===== src/rtl/bounded_list_insert_delete_top_assert.svh =====
// Assertion macros used by the bounded list sequencer (bli_ctrl).
// No dependencies; include by bare file name where checks are written.
`ifndef BOUNDED_LIST_INSERT_DELETE_TOP_ASSERT_SVH
`define BOUNDED_LIST_INSERT_DELETE_TOP_ASSERT_SVH

// Whenever the condition holds, the consequence must hold in the same cycle.
`define BLI_ASSERT_NOW(lbl, clk, rst_n, cond, cons) \
  lbl: assert property (@(posedge clk) disable iff (!rst_n) (cond) |-> (cons)) \
    else $error("bounded list check failed");

// Whenever the condition holds, the consequence must hold in the following cycle.
`define BLI_ASSERT_NEXT(lbl, clk, rst_n, cond, cons) \
  lbl: assert property (@(posedge clk) disable iff (!rst_n) (cond) |=> (cons)) \
    else $error("bounded list check failed");

`endif


===== src/rtl/bli_pkg.sv =====
// Package for the bounded list: command and result word types, cell controls.
// No dependencies.
`default_nettype none

package bli_pkg;

  localparam int unsigned CNT_W  = 7;
  localparam int unsigned DATA_W = 32;

  // Operation codes carried in the command word.
  typedef enum logic [1:0] {
    OP_PUSH_FRONT = 2'd0,
    OP_PUSH_BACK  = 2'd1,
    OP_DELETE     = 2'd2
  } op_e;

  // What every cell in the chain does in a cycle.
  typedef enum logic [2:0] {
    CELL_HOLD,
    CELL_PUSH_FRONT,
    CELL_PUSH_BACK,
    CELL_REMOVE,
    CELL_ROTATE
  } cell_cmd_e;

  typedef enum logic {
    ST_IDLE,
    ST_EMIT
  } ctrl_state_e;

  typedef struct packed {
    logic [1:0]               opcode;
    logic signed [DATA_W-1:0] item_value;
    logic [CNT_W-1:0]         position;
  } cmd_word_t;

  typedef struct packed {
    logic signed [DATA_W-1:0] element;
    logic                     last_of_list;
    logic                     list_empty;
    logic                     insert_dropped;
  } result_word_t;

  // Broadcast to all cells: command, reference position and data word.
  typedef struct packed {
    cell_cmd_e                cmd;
    logic [CNT_W-1:0]         ref_idx;
    logic signed [DATA_W-1:0] data;
  } cell_ctrl_t;

endpackage

`default_nettype wire


===== src/rtl/bli_ctrl.sv =====
// Sequencer of the bounded list: decodes commands, tracks the fill count,
// rotates the chain to stream the list out. Depends on bli_pkg and the assert header.
`default_nettype none
`include "bounded_list_insert_delete_top_assert.svh"

module bli_ctrl #(
  parameter int unsigned Capacity = 64
) (
  input  wire                         clk_i,
  input  wire                         rst_ni,
  input  wire                         start_i,
  input  bli_pkg::cmd_word_t          cmd_i,
  input  wire logic signed [31:0]     head_i,
  output bli_pkg::cell_ctrl_t         cell_ctrl_o,
  output logic                        busy_o,
  output logic                        result_valid_o,
  output bli_pkg::result_word_t       result_o
);
  import bli_pkg::*;

  localparam logic [CNT_W-1:0] Full = CNT_W'(Capacity);

  ctrl_state_e      state_d, state_q;
  logic [CNT_W-1:0] count_d, count_q;
  logic [CNT_W-1:0] idx_d, idx_q;
  logic             dropped_d, dropped_q;
  logic             out_valid_d, out_valid_q;
  result_word_t     out_d, out_q;
  logic [CNT_W-1:0] last_idx;

  assign last_idx = count_q - 1'b1;

  // Next state, cell commands and the outgoing word.
  always_comb begin
    state_d             = state_q;
    count_d             = count_q;
    idx_d               = idx_q;
    dropped_d           = dropped_q;
    out_valid_d         = 1'b0;
    out_d               = out_q;
    cell_ctrl_o.cmd     = CELL_HOLD;
    cell_ctrl_o.ref_idx = count_q;
    cell_ctrl_o.data    = cmd_i.item_value;
    case (state_q)
      ST_IDLE: begin
        if (start_i) begin
          idx_d     = '0;
          dropped_d = 1'b0;
          state_d   = ST_EMIT;
          case (cmd_i.opcode)
            OP_PUSH_FRONT: begin
              if (count_q >= Full) begin
                dropped_d = 1'b1;
              end else begin
                cell_ctrl_o.cmd = CELL_PUSH_FRONT;
                count_d         = count_q + 1'b1;
              end
            end
            OP_PUSH_BACK: begin
              if (count_q >= Full) begin
                dropped_d = 1'b1;
              end else begin
                cell_ctrl_o.cmd = CELL_PUSH_BACK;
                count_d         = count_q + 1'b1;
              end
            end
            OP_DELETE: begin
              if (cmd_i.position < count_q) begin
                cell_ctrl_o.cmd     = CELL_REMOVE;
                cell_ctrl_o.ref_idx = cmd_i.position;
                count_d             = count_q - 1'b1;
              end
            end
            default: begin
              cell_ctrl_o.cmd = CELL_HOLD;
            end
          endcase
        end
      end
      ST_EMIT: begin
        out_valid_d          = 1'b1;
        out_d.insert_dropped = dropped_q;
        if (count_q == '0) begin
          // An empty list reports a single zero word.
          out_d.element      = '0;
          out_d.last_of_list = 1'b1;
          out_d.list_empty   = 1'b1;
          state_d            = ST_IDLE;
        end else begin
          // Send the head and rotate it to the back of the used part.
          cell_ctrl_o.cmd     = CELL_ROTATE;
          cell_ctrl_o.ref_idx = last_idx;
          cell_ctrl_o.data    = head_i;
          out_d.element       = head_i;
          out_d.last_of_list  = (idx_q == last_idx);
          out_d.list_empty    = 1'b0;
          idx_d               = idx_q + 1'b1;
          if (idx_q == last_idx) state_d = ST_IDLE;
        end
      end
      default: begin
        state_d = ST_IDLE;
      end
    endcase
  end

  always_ff @(posedge clk_i or negedge rst_ni) begin
    if (!rst_ni) begin
      state_q     <= ST_IDLE;
      count_q     <= '0;
      idx_q       <= '0;
      dropped_q   <= 1'b0;
      out_valid_q <= 1'b0;
    end else begin
      state_q     <= state_d;
      count_q     <= count_d;
      idx_q       <= idx_d;
      dropped_q   <= dropped_d;
      out_valid_q <= out_valid_d;
    end
  end

  // The result word itself needs no reset.
  always_ff @(posedge clk_i) begin
    out_q <= out_d;
  end

  assign busy_o         = (state_q != ST_IDLE);
  assign result_valid_o = out_valid_q;
  assign result_o       = out_q;

  // The fill count never passes the capacity.
  `BLI_ASSERT_NOW(a_count_bound, clk_i, rst_ni, 1'b1, count_q <= Full)
  // An accepted command always leads into the listing phase.
  `BLI_ASSERT_NEXT(a_start_busy, clk_i, rst_ni, start_i && !busy_o, busy_o)
  // The listing index stays inside the used part of the chain.
  `BLI_ASSERT_NOW(a_idx_range, clk_i, rst_ni, state_q == ST_EMIT && count_q != '0, idx_q < count_q)
  // An empty report is a single, final, zero word.
  `BLI_ASSERT_NOW(a_empty_word, clk_i, rst_ni, out_valid_q && out_q.list_empty, out_q.last_of_list && out_q.element == '0)

endmodule

`default_nettype wire


===== config.mk =====
export PLATFORM = sky130hd
export DESIGN_NAME = bli_ctrl
export DESIGN_NICKNAME = d
export VERILOG_FILES = /design/src/rtl/bli_pkg.sv /design/src/rtl/bli_ctrl.sv
export VERILOG_INCLUDE_DIRS = /design/src /design/src/rtl
export SDC_FILE = /design/constraint.sdc
export NUM_CORES = 1
export LEC_CHECK = 0
export BUFFER_PORTS_ARGS = -buffer_cell sky130_fd_sc_hd__buf_2
export CORE_ASPECT_RATIO = 1.75
export CORE_UTILIZATION = 48
export CTS_BUF_LIST = sky130_fd_sc_hd__clkbuf_2
export DETAILED_ROUTE_END_ITERATION = 10
export PLACE_DENSITY_LB_ADDON = 0.05
export SLEW_MARGIN = 30
export SYNTH_ARGS = -nofsm -noshare
export SYNTH_HDL_FRONTEND = slang
export SYNTH_SLANG_ARGS = --single-unit

===== constraint.sdc =====
create_clock -name clk_i -period 2.9 [get_ports clk_i]
set_input_delay 0.29 -clock clk_i [delete_from_list [all_inputs] [get_ports clk_i]]
set_output_delay 0.29 -clock clk_i [all_outputs]
set_load 0.01 [all_outputs]

# ---- After elaboration in Yosys (flattened, before gate mapping)
# Index checks and enable logic that the tools add are counted.
dict set report word_totals {
  regBits 52
  input_bits 76
  out_inout_bits 79
  word_cells 52
}
dict set report classes {
  addsub 3
  magnitude_cmp 2
  n_eq_ne 7
  n_mux 23
  bitwise 1
  n_reduce_logical 7
}
# operator count
set op_table {}
lappend op_table {{$mux W42} 1}
lappend op_table {{$mux W7} 5}
lappend op_table {{$mux W32} 1}
lappend op_table {{$pmux W7 S2} 2}
lappend op_table {{$pmux W10 S2} 1}
lappend op_table {{$add A7 B1 Y7 const B} 2}
lappend op_table {{$mux W10} 1}
lappend op_table {{$mux W9} 1}
lappend op_table {{$pmux W3 S3} 1}
lappend op_table {{$mux W1} 8}
lappend op_table {{$ne A2 B2 Y1 const B} 4}
lappend op_table {{$eq A7 B7 Y1} 1}
lappend op_table {{$ge A7 B7 Y1 const B} 1}
lappend op_table {{$logic_not A7 Y1} 1}
lappend op_table {{$lt A7 B7 Y1} 1}
lappend op_table {{$sub A7 B1 Y7 const B} 1}
lappend op_table {{$reduce_and A5 Y1} 1}
lappend op_table {{$reduce_and A2 Y1} 2}
lappend op_table {{$eq A2 B1 Y1 const B} 1}
lappend op_table {{$eq A2 B2 Y1 const B} 1}
lappend op_table {{$logic_not A2 Y1} 1}
lappend op_table {{$mux W2} 1}
lappend op_table {{$pmux W1 S2} 1}
lappend op_table {{$reduce_bool A2 Y1} 1}
lappend op_table {{other kinds (2)} 2}

# ---- Logic depth before layout (Yosys ltp)
dict set report logic_depth {
  ltp_word 5
  depth_mapped 9
  mapped_depth_nobuf 7
}

# ---- Worst setup path after synthesis
# OpenSTA, ideal clock, no wires.
dict set report synth_timing {
  kind {register to output}
  start {register state_q (netlist: busy_o)}
  end {output port cell_ctrl_o[22] (netlist name)}
  arrival_time_ps 2194
  required_ps 2610
  slack_ps 416
  stages_incl_launch_ff 7
  n_path_buf 2
  path_cell_list {dfrtp_1 -> clkbuf_1 -> o21ai_4 -> inv_2 -> clkbuf_1 -> nand2_1 -> nand2_1}
}
# item line
set synth_lines {}
lappend synth_lines {{start, declared} bli_ctrl.sv:23} ;# ctrl_state_e state_d, state_q;
lappend synth_lines {{start signal, assigned} bli_ctrl.sv:115} ;# state_q <= state_d;
lappend synth_lines {{end, declared} bli_ctrl.sv:14} ;# output bli_pkg::cell_ctrl_t cell_ctrl_o,

==> metrics.md <==
| Metric | Value |
|---|---|
| Layout cells sized above 1 | `0.370` |
| HP Class | `in -> reg` |
| Period Utilization, post-route | `0.965` |
| Grt total ovfl | `0` |
| Startpoint Class | `register` |
| Adder-cell share of the synthesized area | `0.0405` |
| Final GP Congestion | `0.914` |
| H-tree Lvls | `2` |
| Asr flop ratio synth | `0.327` |
| Min-Delay Endpoint | `dropped_q` |
| Slew Viols, Final | `0` |
| Critical R2R Launch | `count_q[2]` |
| Mapped Nets | `441` |
| CP cell instances | `buf_4, or4_4, o21ai_4, buf_12, buf_12, nor3_1, a31oi_1, o211ai_1, buf_2` |
| Status | `finished, final reports clean` |
| Distinct cells, synth | `38` |
| Inserted Diodes | `0` |
| Syn avg cell area | `between 8 and 9 um2` |
| Initial antenna violation count | `0` |
| Number of flops mapped to enable cells by yosys | `35` |
| IO Pins | `roughly 160` |
| Vias per cell | `5.31` |
| Slew margin rel. | `0.655` |
| Max stage delay cell, worst path | `or4_4` |
| Largest net degree at the start of global routing | `42` |
| Post-Synth Simple-Gate Area | `0.282` |
| Die area | `6780 um2` |
| DR vias | `3167` |
| Complex-gate fraction of the synthesized area | `0.110` |
| Leakage dissipation | `roughly 2.1 nW` |
| CP Max Fanout | `11` |
| YS warnings | `0` |
| Starting Density | `0.497` |
| Min Tclk post-route | `about 2800 ps` |
| R2R setup slack | `760 ps` |
| Synth Area in XOR/XNOR | `0.0453` |
| Die H | `around 110 um` |
| Worst-Margin Slew | `slightly above 500 ps` |
| Drt pass-1 iters | `4` |
| Mux contribution to synthesized area | `0.00324` |
| WL final | `a little over 9000 um` |
| Root buf cell | `clkbuf_2` |
| Main flop type after synthesis | `edfxtp_1` |
| HP Start | `cmd_i[40]` |
| Synth Register Bits | `52` |
| Reg2reg end | `idx_q[2]` |
| WS Path Type | `reg -> out` |
| Setup TNS | `0 ps` |
| Vias in the first global route | `between 2000 and 3000` |
| Nets | `601` |
| Max Cap Viol | `0` |
| Hold Path Depth | `2` |
| Reg2reg path depth | `8` |
| Max Clk Rate | `approximately 0.36 GHz` |
| CORE AREA | `slightly above 6000 um2` |
| Mapped cell area | `between 3000 and 4000 um2` |
| DR WL/cell | `15.2 um` |
| Pwr dens | `roughly 1000 nW/um2` |
| Synth-to-Final Area Change | `34.1%` |
| Worst EP arrival | `2510 ps` |
| Global-route wire length before repair | `13500 um` |
| Largest stage delay, worst path | `about 500 ps` |
| Final Hold Fails | `0` |
| Sequential area share after synthesis | `0.477` |
| Num rows | `38` |
| Chip width | `roughly 63 um` |
| Clock skew | `30.5 ps` |
| Worst EP required | `between 2000 and 3000 ps` |
| CTS buffer count | `5` |
| Residual DRC | `0` |
| HPWL Detailed | `approximately 6500 um` |
| Clock transition at the registers of the reported paths | `260 ps` |
| IO Port Bufs | `between 150 and 200` |
| Largest family of logic cells by synthesized area | `simple AND/OR/NAND/NOR gates` |
| All-Layer GR Usage | `0.261` |
| Worst-Skew Late Latency | `460 ps` |
| Crit path buf inv count | `4` |
| Clock sink count | `52` |
| Top delay family on crit path | `buffers and inverters` |
| Buffer levels on the longest clock path | `2` |
| WHS | `slightly above 40 ps` |
| Drt first-iter violations | `125` |
| Mapped Cells | `~360` |
| CP endpoint kind | `output port` |
| CTS tree | `built` |
| CP most frequent cell | `buf_12` |
| Setup Viol. Count Final | `0` |
| Post-DRT Antenna Nets | `0` |
| Worst VDD drop | `0.628 mV` |
## power by group
group	total (W)	switching, W	internal [W]
registers	0.00135	0.000210	0.00114
clock network	0.000279	0.000225	0.0000541
logic	0.00265	0.00151	0.00114
total	0.00428	0.00195	0.00233
## state kept, by name, summed over array words and instances, names as in the netlist
signal	flops
idx_q	7
busy_o	1
dropped_q	1
result_valid_o	1
result_o	35
count_q	7
## area by class of cell
class | count | area [um2]
timing repair buffer | 173 | 987
inverter | 10 | 42.5
clock inverter | 3 | 13.8
clock buffer | 5 | 25.0
tap | 80 | 100
fill | 573 | 2080
sequential | 52 | 1480
multi-input combinational | 273 | 1500
## cell usage in the layout, fill, tap and decap left out, types with 2 or more instances in the layout
| cell | count |
|---|---|
| buf_12 | 2 |
| o21ai_1 | 2 |
| nand4_1 | 3 |
| clkinv_2 | 2 |
| and2_1 | 32 |
| o31ai_1 | 5 |
| o211ai_1 | 7 |
| xor2_1 | 3 |
| nor4_1 | 3 |
| nor2_1 | 15 |
| nand3_1 | 12 |
| dfrtp_2 | 4 |
| buf_4 | 13 |
| dfrtp_1 | 13 |
| buf_2 | 154 |
| a211o_1 | 2 |
| edfxtp_1 | 35 |
| a31oi_1 | 6 |
| clkbuf_2 | 5 |
| nand2_1 | 115 |
| nand2b_1 | 2 |
| a21oi_1 | 5 |
| nor3_1 | 3 |
| a21oi_2 | 2 |
| inv_1 | 9 |
| xnor2_1 | 13 |
| ha_1 | 9 |
| nor2b_1 | 5 |
| o21ai_0 | 17 |
## layer usage
metal | global-route usage | wire [um]
met2 | 0.498 | 4970
met4 | 0.151 | 420
met5 | 0 | 0
met1 | 0.262 | 3240
met3 | 0.0432 | 423
## cell families after synthesis
| group | after synthesis |
|---|---|
| adder cells (fa/ha/maj) | 10 |
| flip-flops | 52 |
| AO/OA/AOI/OAI | 53 |
| buffers and inverters | 30 |
| XOR/XNOR | 16 |
| multiplexers | 1 |
| AND/OR/NAND/NOR | 193 |
## worst reg2reg max path, cell delays in order, from the launching register on
cell and delay, ps:
dfrtp_1 450, buf_4 180, or4_4 500, o21ai_4 210, buf_4 140, bufbuf_16 290, nor2_1 50, o21ai_0 150
o21ai_0 100
## cell usage after synthesis (all sizes together) (2+ instances only)
| library cell | count | share of area |
|---|---|---|
| nand4 | 3 | 0.0061 |
| clkbuf | 13 | 0.016 |
| nor2 | 15 | 0.018 |
| nand2 | 115 | 0.14 |
| xnor2 | 13 | 0.037 |
| inv | 10 | 0.012 |
| edfxtp | 35 | 0.34 |
| nand3 | 12 | 0.019 |
| xor2 | 3 | 0.0085 |
| a31oi | 6 | 0.012 |
| nand2b | 2 | 0.0040 |
| ha | 10 | 0.040 |
| o31ai | 5 | 0.012 |
| o21ai | 20 | 0.036 |
| nor3 | 3 | 0.0049 |
| dfrtp | 17 | 0.14 |
| a211o | 2 | 0.0057 |
| nor4 | 3 | 0.0061 |
| buf | 7 | 0.014 |
| a21oi | 7 | 0.011 |
| and2 | 32 | 0.065 |
| nor2b | 5 | 0.010 |
| o211ai | 7 | 0.017 |
## what timing repair did
action / CTS / global route
buffers inserted: 2 / 5
endpoints found under the hold margin: 17 / 0
gates cloned: 1 / 1
setup endpoints to repair: 40 / 18
pin swaps: 1 / 1
gates resized for setup: 3 / 7
hold buffers: 1 / 0
## worst max-delay path by stage
stage,from,to,depth (start not counted)
floorplan,busy_o,cell_ctrl_o[22],6
global placement,count_q[3],cell_ctrl_o[33],6
detailed placement,count_q[3],cell_ctrl_o[33],6
CTS,count_q[1],cell_ctrl_o[40],8
global route,count_q[2],cell_ctrl_o[16],9
finish,count_q[2],cell_ctrl_o[35],9
## metrics by stage
stage	worst slack [ps]	utilization	instance area, um2	cells	power, W
floorplan	416	-	3090	355	0.00284
global placement	426	0.635	3950	578	0.00369
detailed placement	380	0.635	3950	578	0.00374
CTS	19.8	0.651	4060	590	0.00414
global route	-4.22	0.666	4150	596	0.00460
finish	100	0.666	4150	596	0.00428
Note: power is estimated with default switching activity, not from simulation.
