[config.mk]
export PLATFORM = sky130hd
export DESIGN_NAME = bli_cell
export DESIGN_NICKNAME = d
export VERILOG_FILES = /design/src/rtl/bounded_list_insert_delete_top_assert.svh /design/src/rtl/bli_pkg.sv /design/src/rtl/bli_cell.sv
export SDC_FILE = /design/constraint.sdc
export NUM_CORES = 1
export LEC_CHECK = 0
export BUFFER_PORTS_ARGS = -buffer_cell sky130_fd_sc_hd__buf_4
export CAP_MARGIN = 20
export CORE_ASPECT_RATIO = 0.7
export CORE_MARGIN = 2
export CORE_UTILIZATION = 41
export CTS_BUF_LIST = sky130_fd_sc_hd__clkbuf_2 sky130_fd_sc_hd__clkbuf_4 sky130_fd_sc_hd__clkbuf_8
export CTS_CLUSTER_SIZE = 28
export DETAILED_ROUTE_END_ITERATION = 12
export GPL_ROUTABILITY_DRIVEN = 0
export PLACE_DENSITY = 0.95
export SYNTH_ARGS = -nofsm -noshare
export SYNTH_HDL_FRONTEND = slang
export SYNTH_SLANG_ARGS = --single-unit
[constraint.sdc]
create_clock -name clk_i -period 5.75 [get_ports clk_i]
set_input_delay 0.2875 -clock clk_i [delete_from_list [all_inputs] [get_ports clk_i]]
set_output_delay 0.2875 -clock clk_i [all_outputs]
set_load 0.02 [all_outputs]
[src/rtl/bounded_list_insert_delete_top_assert.svh]
// Assertion macros used by the bounded list sequencer (bli_ctrl).
// No dependencies; include by bare file name where checks are written.
`ifndef BOUNDED_LIST_INSERT_DELETE_TOP_ASSERT_SVH
`define BOUNDED_LIST_INSERT_DELETE_TOP_ASSERT_SVH

// Whenever the condition holds, the consequence must hold in the same cycle.
`define BLI_ASSERT_NOW(lbl, clk, rst_n, cond, cons) \
  lbl: assert property (@(posedge clk) disable iff (!rst_n) (cond) |-> (cons)) \
    else $error("bounded list check failed");

// Whenever the condition holds, the consequence must hold in the following cycle.
`define BLI_ASSERT_NEXT(lbl, clk, rst_n, cond, cons) \
  lbl: assert property (@(posedge clk) disable iff (!rst_n) (cond) |=> (cons)) \
    else $error("bounded list check failed");

`endif

[src/rtl/bli_pkg.sv]
// Package for the bounded list: command and result word types, cell controls.
// No dependencies.
`default_nettype none

package bli_pkg;

  localparam int unsigned CNT_W  = 7;
  localparam int unsigned DATA_W = 32;

  // Operation codes carried in the command word.
  typedef enum logic [1:0] {
    OP_PUSH_FRONT = 2'd0,
    OP_PUSH_BACK  = 2'd1,
    OP_DELETE     = 2'd2
  } op_e;

  // What every cell in the chain does in a cycle.
  typedef enum logic [2:0] {
    CELL_HOLD,
    CELL_PUSH_FRONT,
    CELL_PUSH_BACK,
    CELL_REMOVE,
    CELL_ROTATE
  } cell_cmd_e;

  typedef enum logic {
    ST_IDLE,
    ST_EMIT
  } ctrl_state_e;

  typedef struct packed {
    logic [1:0]               opcode;
    logic signed [DATA_W-1:0] item_value;
    logic [CNT_W-1:0]         position;
  } cmd_word_t;

  typedef struct packed {
    logic signed [DATA_W-1:0] element;
    logic                     last_of_list;
    logic                     list_empty;
    logic                     insert_dropped;
  } result_word_t;

  // Broadcast to all cells: command, reference position and data word.
  typedef struct packed {
    cell_cmd_e                cmd;
    logic [CNT_W-1:0]         ref_idx;
    logic signed [DATA_W-1:0] data;
  } cell_ctrl_t;

endpackage

`default_nettype wire

[src/rtl/bli_cell.sv]
// One storage cell of the list chain; takes its neighbors' words or the broadcast.
// Depends on bli_pkg.
`default_nettype none

module bli_cell #(
  parameter int unsigned Idx = 0
) (
  input  wire                              clk_i,
  input  bli_pkg::cell_ctrl_t              ctrl_i,
  input  wire logic signed [31:0]          prev_i,
  input  wire logic signed [31:0]          next_i,
  output logic signed [31:0]               value_o
);
  import bli_pkg::*;

  localparam logic [CNT_W-1:0] MyIdx = CNT_W'(Idx);

  logic signed [DATA_W-1:0] value_d, value_q;

  // Each cell decides from its own position what it loads.
  always_comb begin
    value_d = value_q;
    case (ctrl_i.cmd)
      CELL_PUSH_FRONT: begin
        value_d = (MyIdx == '0) ? ctrl_i.data : prev_i;
      end
      CELL_PUSH_BACK: begin
        if (MyIdx == ctrl_i.ref_idx) value_d = ctrl_i.data;
      end
      CELL_REMOVE: begin
        if (MyIdx >= ctrl_i.ref_idx) value_d = next_i;
      end
      CELL_ROTATE: begin
        if (MyIdx == ctrl_i.ref_idx) begin
          value_d = ctrl_i.data;
        end else if (MyIdx < ctrl_i.ref_idx) begin
          value_d = next_i;
        end
      end
      default: begin
        value_d = value_q;
      end
    endcase
  end

  always_ff @(posedge clk_i) begin
    value_q <= value_d;
  end

  assign value_o = value_q;

endmodule

`default_nettype wire

After elaboration in Yosys (flattened, before gate mapping)
Index checks and enable logic that the tools add are counted.
{"block": "word_totals", "regBits": 32, "latch_bits": 0, "mem_bits_rw": 0, "romBits": 0, "input_bits": 107, "word_cells": 18, "n_memories": 0}
{"block": "classes", "n_addsub": 0, "n_mul": 0, "div_mod_pow": 0, "n_lt_le_gt_ge": 2, "n_eq_ne": 7, "n_shift": 0, "muxes": 5, "bitwise": 0, "reduce_logical": 3}
{"op": "two-way mux 32 bit", "n": 4}
{"op": "one-hot mux 32 bit (4 select lines)", "n": 1}
{"op": ">= comparator 1 x 7 -> 1 bit (first input constant)", "n": 1}
{"op": "zero test 7 bit", "n": 1}
{"op": "less-than comparator 1 x 7 -> 1 bit (first input constant)", "n": 1}
{"op": "equality test 3 x 2 -> 1 bit (second input constant)", "n": 2}
{"op": "!= test 2 bit (second input constant)", "n": 2}
{"op": "AND reduction 4 bit", "n": 1}
{"op": "nonzero test 4 bit", "n": 1}
{"op": "equality test 3 x 1 -> 1 bit (second input constant)", "n": 1}
{"op": "equality test 3 bit (second input constant)", "n": 1}
{"op": "!= test 3 bit (second input constant)", "n": 1}

Longest topological paths before layout
Gate-level depths: netlist of the first run.
{"block": "logic_depth", "word_depth": 4, "mapped_depth": 4}

Worst setup path before layout of the first run
OpenSTA, ideal clock, no wires.
{"block": "synth_path", "kind": "input port to flip-flop", "from": "input port ctrl_i[35] in the netlist's numbering", "to": "register value_q[0], in the netlist value_o[0], enable pin", "t_arrival_ns": 3.100, "setup_slack_ns": 2.185, "path_stages": 3, "path_buffers": 0, "cell_sequence": "nor4_2 > a31oi_1 > o21ai_0"}
{"block": "synth_via", "elab_chain_cells": 3, "word_cells_on_any_way": 7, "classes_between": "order compare (2); eq/ne (3); reduce/logical (2)"}
{"element": "start: declaration", "line_no": "bli_cell.sv:9", "text": "input bli_pkg::cell_ctrl_t ctrl_i,"}
{"element": "less-than comparator 1 x 7 -> 1 bit, or another cell as far along", "line_no": "bli_cell.sv:36", "text": "end else if (MyIdx < ctrl_i.ref_idx) begin"}
{"element": "!= test 3 bit (no source line) / != test 2 bit (equally long branches)"}
{"element": "AND reduction 4 bit (no source line) *"}
{"element": "end signal: assignment", "line_no": "bli_cell.sv:47", "text": "value_q <= value_d;"}
{"element": "end: declaration", "line_no": "bli_cell.sv:18", "text": "logic signed [DATA_W-1:0] value_d, value_q;"}
Mark *: on every way between the ends. The rest lies on a longest branch, timed or not.
A chain may end at the register's enable or synchronous reset.

Final worst setup path of the first run
{"block": "layout_path", "from": "input port ctrl_i[39] in the netlist's numbering", "to": "register value_q[21], in the netlist value_o[21] (data pin)"}
{"block": "layout_via", "elab_chain_cells": 2, "word_cells_on_any_way": 5, "classes_between": "eq/ne (4); mux (1)"}
{"element": "equality test 3 bit, or another cell as far along", "line_no": "bli_cell.sv:23", "text": "case (ctrl_i.cmd)"}
{"element": "one-hot mux 32 bit (4 select lines) *", "line_no": "bli_cell.sv:23"}
{"element": "net value_d[21]", "line_no": "bli_cell.sv:18"}
The timed path passes the listed nets; every way through them passes the cells marked *.

==> results.ini, run 1 <==
[hold_path]
min_path_type=primary input to flop
holdCritStartpoint=ctrl_i[20]
whs_path_depth=2
min_to=value_o[20]

[clock_network]
clockBufferDepth=2
clockRootBuffer=clkbuf_8
tritoncts=built
clk_pin_slew_ps=70
postCtsHoldBufs=0
numCtsBuffers=5
htreeDepth=2
cts_resized=0
cts.sinks=32
post_cts_buffers=0

[worst_setup_path]
cpMaxStageDelayCell=a22oi_4
cp-start-kind=primary input
path_cells=buf_4, or3b_1, a22oi_4, buf_4, mux2_1
crit_top_cell=buf_4
critPathKind=primary input to flop
crit_buf_inv=2
cpPeakStageDelay_ps=620
worstPathArrival_ps=2270
cp.depth=5
critPathRequiredTime_ps=5780
crit_family=compound AO/OA/AOI/OAI gates
path_max_fanout=18
crit_path_end_kind=flop

[power_and_ir_drop]
p_clk_frac=0.267
seqPwrFrac=0.482
p_leak_nw=1.168
p_sw_frac=0.2438
power.density_nw_per_um2=241.7
pwr-share-comb=0.251
power_switching_mw=0.1462
peakVddDrop_v=0.0001444
p_total_mw=0.5996
p_int_mw=0.4535

[drt]
ant_nets=0
wirelength_mm=3.499
drc=0
drtPass1Iterations=4
drt-initial-drc-count=24
routed_via_density=4.674
num_vias=1117
wl_per_cell_um=14.64

[floorplan]
num_rows=18
initial_utilization=0.4343
floorplan.die_area_um2=4310
core_um2=3581
boundaryPins=139
dieWidth_um=77.62
die_h_um=55.53

[layout]
layout_commonest_cell=buf_4
most-common-layout-cells=108 x buf_4, 32 x edfxtp_1, 30 x mux2_4
fin_nets=295
insertedDiodeCount=0
area_growth_pct=59.53
layout-drive-gt1-share=0.7884
largest_reg_flops=32
finalNonFillerCells=239

[place]
place.port_buffers=106
place_inst=231

[status]
outcome=finished, final reports clean

[grt]
grt_usage=0.1650
antenna_found_initial=0
overflow=0
grt_max_degree=33
grt_pass1_vias=1141
grt_pass1_wl_mm=5.299

[sta]
hold_violations=0
clock.fmax_ghz=0.4468
rsz0062_at_grt=false
max_slew_margin=0.5352
worst_pin_slew_ps=697.2
min_period_over_period=0.3893
setup_tns_ps=0
finalSetupViolCount=0
maxSlewViolCount=0
min_period_ps=2238

[yosys]
syn_nets=183
ys_seq_elements=32
synth_area_um2=1555
synth_warnings=0
ys_types=13
synth-seq-area-share=0.6179
synthCells=76
avgSynthCellArea_um2=20.46

[job]
maxCapViolations=0

==> routing by layer <==
metal	vias to the layer above	track usage	share of wire
met3	2	0.06373	0.059
met1	542	0.1583	0.34
met5	-	0	0
li1	524	-	-
met4	0	0.05612	0.0077
met2	49	0.3177	0.59
==> cell families (layout without fill, tap and decap cells) <==
kind of cell,after synthesis,count (layout),synth area share
simple gates,6,6,0.03540
compound gates,3,3,0.02092
mux,32,32,0.3041
buf+inv,3,116,0.02172
flops,32,32,0.6179
==> synth_stat cells (all sizes together) <==
| master | number | area [um2] |
|---|---|---|
| buf | 3 | 33.78 |
| or3b | 1 | 8.760 |
| nor2b | 1 | 6.260 |
| nand3b | 1 | 7.510 |
| nor4 | 1 | 12.51 |
| o21ai | 1 | 5.000 |
| a31oi | 1 | 6.260 |
| nor3 | 1 | 5.000 |
| mux2 | 32 | 473.0 |
| edfxtp | 32 | 960.9 |
| nor4b | 1 | 15.01 |
| a22oi | 1 | 21.27 |
==> cell type report <==
cell class / count / area, um2
Clock buffer: 5 / 68.82
Clock inverter: 3 / 13.76
Fill cell: 247 / 1100
Multi-Input combinational cell: 41 / 564.3
Sequential cell: 32 / 960.9
Tap cell: 50 / 62.56
Timing Repair Buffer: 108 / 810.8
==> power by group through the flow <==
stage	clock network [mW]	logic (mW)	registers [mW]
floorplan	0	0.0482	0.323
global placement	0	0.149	0.293
detailed placement	0	0.152	0.294
CTS	0.165	0.152	0.289
global route	0.176	0.159	0.291
finish	0.160	0.151	0.289
==> how the worst max path moves through the flow <==
stage	from	to	slack (ps)
after floorplan	ctrl_i[35]	value_o[0]	2180
after global placement	ctrl_i[39]	value_o[21]	3240
final	ctrl_i[39]	value_o[21]	3510
after global routing	ctrl_i[39]	value_o[21]	3420
after detailed placement	ctrl_i[39]	value_o[21]	3210
after CTS	ctrl_i[39]	value_o[21]	3510
==> through the flow <==
step           worst slack, ps  cell area [um2]  hold WS, ps  utilization
2_1_floorplan             2185             1555        488.4            -
3_3_place_gp              3236             2399        574.1       0.6698
3_5_place_dp              3205             2399        574.6       0.6698
4_1_cts                   3507             2481        281.1       0.6929
5_1_grt                   3425             2481        283.3       0.6929
6_report                  3512             2481        293.5       0.6929
Power figures use the tool's default switching activity.
==> inputs of run 2 (changes only) <==
Settings changed: ABC_AREA from default to 1, CORE_UTILIZATION 41 to 37, PLACE_DENSITY 0.95 to 0.88.
Clock period 5.75 ns to 1.85 ns, I/O delays scaled along.
==> results.ini, run 2 <==
[hold_path]
min_to=value_o[4]
min_path_type=primary input to flop
whs_path_depth=3  ; +1
holdCritStartpoint=ctrl_i[4]

[floorplan]
boundaryPins=139  ; unchanged
floorplan.die_area_um2=5585  ; +30%
initial_utilization=0.3864  ; -0.04786
num_rows=21  ; +3
dieWidth_um=88.47  ; +14%
die_h_um=63.13  ; +14%
core_um2=4782  ; +34%

[grt]
grt_usage=0.1668  ; +0.001840
grt_pass1_wl_mm=7.127  ; +34%
grt_pass1_vias=1539  ; +35%
antenna_found_initial=0  ; unchanged
overflow=0  ; unchanged
grt_max_degree=33  ; unchanged

[worst_setup_path]
crit_family=compound AO/OA/AOI/OAI gates
crit_path_end_kind=flop
critPathKind=primary input to flop
crit_buf_inv=1  ; -1
cpPeakStageDelay_ps=650  ; +30 ps
path_max_fanout=32  ; +14
worstPathArrival_ps=1370  ; -900 ps
critPathRequiredTime_ps=1990  ; -3790 ps
cp-start-kind=primary input
path_cells=buf_4, nor2_1, nand2_2, o21ai_4, nand3_1, nand2_1
cpMaxStageDelayCell=o21ai_4

[sta]
max_slew_margin=0.4670  ; -0.06817
rsz0062_at_grt=false
clock.fmax_ghz=0.8173
hold_ws_ps=107.0  ; -186.5 ps
hold_violations=0  ; unchanged
min_period_ps=1224
finalSetupViolCount=0  ; unchanged
maxSlewViolCount=0  ; unchanged
worst_pin_slew_ps=796.5  ; +99.24 ps
min_period_over_period=0.6614
setup_tns_ps=0  ; unchanged

[power_and_ir_drop]
p_leak_nw=1.251  ; +7.1%
power.density_nw_per_um2=714.8  ; +200%
peakVddDrop_v=0.0003232  ; +120%

[yosys]
synth-seq-area-share=0.5200  ; -0.09789
synth-compound-area-share=0.01151  ; -0.009407
synth-edff-count=32  ; unchanged
synth_top_family_by_area=simple AND/OR/NAND/NOR gates
synth_top_area_frac=0.5200  ; -0.09789
synth_area_um2=1848  ; +19%
synth_xor_xnor_area_share=0  ; unchanged
synthTopCellsByArea=edfxtp_1 52%, nand3_2 16%, nand3_1 9.2%, nand2_1 6.9%, buf_6 3.7%
avgSynthCellArea_um2=11.55  ; -44%
ys.flop_type=edfxtp_1
syn_nets=267  ; +46%
synth_mux_area_frac=0  ; -0.3041
ys_types=20  ; +7
async_flop_share=0  ; unchanged
synth_top_area_cell=edfxtp_1
synthCells=160  ; +110%
synthAdderAreaFrac=0  ; unchanged
yosys-top-cells-count=34 x nand2_1, 34 x nand3_1, 32 x edfxtp_1
ys_seq_elements=32  ; unchanged
yosys.area_share.simple=0.3791  ; +0.3437
synth_warnings=0  ; unchanged

[place]
hpwlAfterDp_mm=3.463
place.port_buffers=106  ; unchanged
place_inst=328  ; +42%
placed_area_um2=2649  ; +10%

[layout]
most-common-layout-cells=110 x buf_4, 34 x nand2_1, 34 x nand3_1
insertedDiodeCount=0  ; unchanged
area_growth_pct=47.73
largest_reg_flops=32  ; unchanged
fin_nets=373  ; +26%
layout-drive-gt1-share=0.6053  ; -0.1831
layout_commonest_cell=buf_4
finalNonFillerCells=335  ; +40%
stdcell_area_um2=2730  ; +10%

[clock_network]
numCtsBuffers=5  ; unchanged
cts_resized=0  ; unchanged
tritoncts=built
clockBufferDepth=2  ; unchanged
post_cts_buffers=0  ; unchanged
htreeDepth=2  ; unchanged
clk_pin_slew_ps=70  ; about the same
cts.sinks=32  ; unchanged
postCtsHoldBufs=0  ; unchanged
clockRootBuffer=clkbuf_8

[drt]
ant_nets=0  ; unchanged
drc=0  ; unchanged
wirelength_mm=4.575  ; +31%
routed_via_density=4.725  ; +1.1%
num_vias=1583  ; +42%
drtPass1Iterations=4  ; unchanged
wl_per_cell_um=13.66  ; -6.7%
drt-initial-drc-count=80  ; +230%

[status]
outcome=finished, final reports clean

[job]
maxCapViolations=0  ; unchanged

run 2: cell count changes after synthesis, sizes merged, moves of 4 or more:
cell	delta
buf	+9
inv	+4
mux2	-32
nand2	+38
nand3	+65
nor2	+6
run 2: cell families (layout without fill, tap and decap cells):
family	Yosys count	in the layout
AOI/OAI and AO/OA	2	2
DFF	32	32
buffers and inverters	17	123
and+or+nand+nor	109	109
run 2: through the flow:
| stage | setup slack [ps] | util | total power [mW] |
|---|---|---|---|
| floorplan | 98.57 | - | 1.201 |
| global placement | 371.1 | 0.5539 | 1.445 |
| detailed placement | 331.3 | 0.5539 | 1.458 |
| CTS | 621.4 | 0.5709 | 1.971 |
| global route | 500.9 | 0.5709 | 2.048 |
| finish | 626.5 | 0.5709 | 1.951 |
run 2: per-layer routing:
| layer | wire, um | track usage |
|---|---|---|
| met3 | 647 | 0.08126 |
| met2 | 2129 | 0.2613 |
| met5 | 0 | 0 |
| met4 | 0 | 0.03409 |
| met1 | 1798 | 0.2095 |
run 2: power breakdown:
| group | total [mW] | switching [mW] | internal, mW |
|---|---|---|---|
| clock | 0.516 | 0.246 | 0.270 |
| sequential | 0.915 | 0.0202 | 0.895 |
| combinational | 0.520 | 0.271 | 0.249 |
| total | 1.95 | 0.537 | 1.41 |
run 2: how the worst max path moves through the flow:
stage | startpoint | to | slack (ps) | cells after the start
4_1_cts | ctrl_i[35] | value_o[11] | 620 | 6
6_report | ctrl_i[33] | value_o[11] | 630 | 6
3_3_place_gp | ctrl_i[33] | value_o[21] | 370 | 6
3_5_place_dp | ctrl_i[35] | value_o[11] | 330 | 6
5_1_grt | ctrl_i[35] | value_o[12] | 500 | 6
2_1_floorplan | ctrl_i[33] | value_o[0] | 100 | 5
run 2: worst min-delay path, cell delays in order:
cell	delay [ps]
buf_4	80
nand3_1	60
nand2_1	50
run 2: cell type report:
cell class,count,area [um2]
multi-input combinational,111,733.2
sequential,32,960.9
clock buffer,6,76.32
inverter,5,22.52
tap,69,86.33
timing repair buffer,111,845.8
fill,435,2052
clock inverter,1,5.005
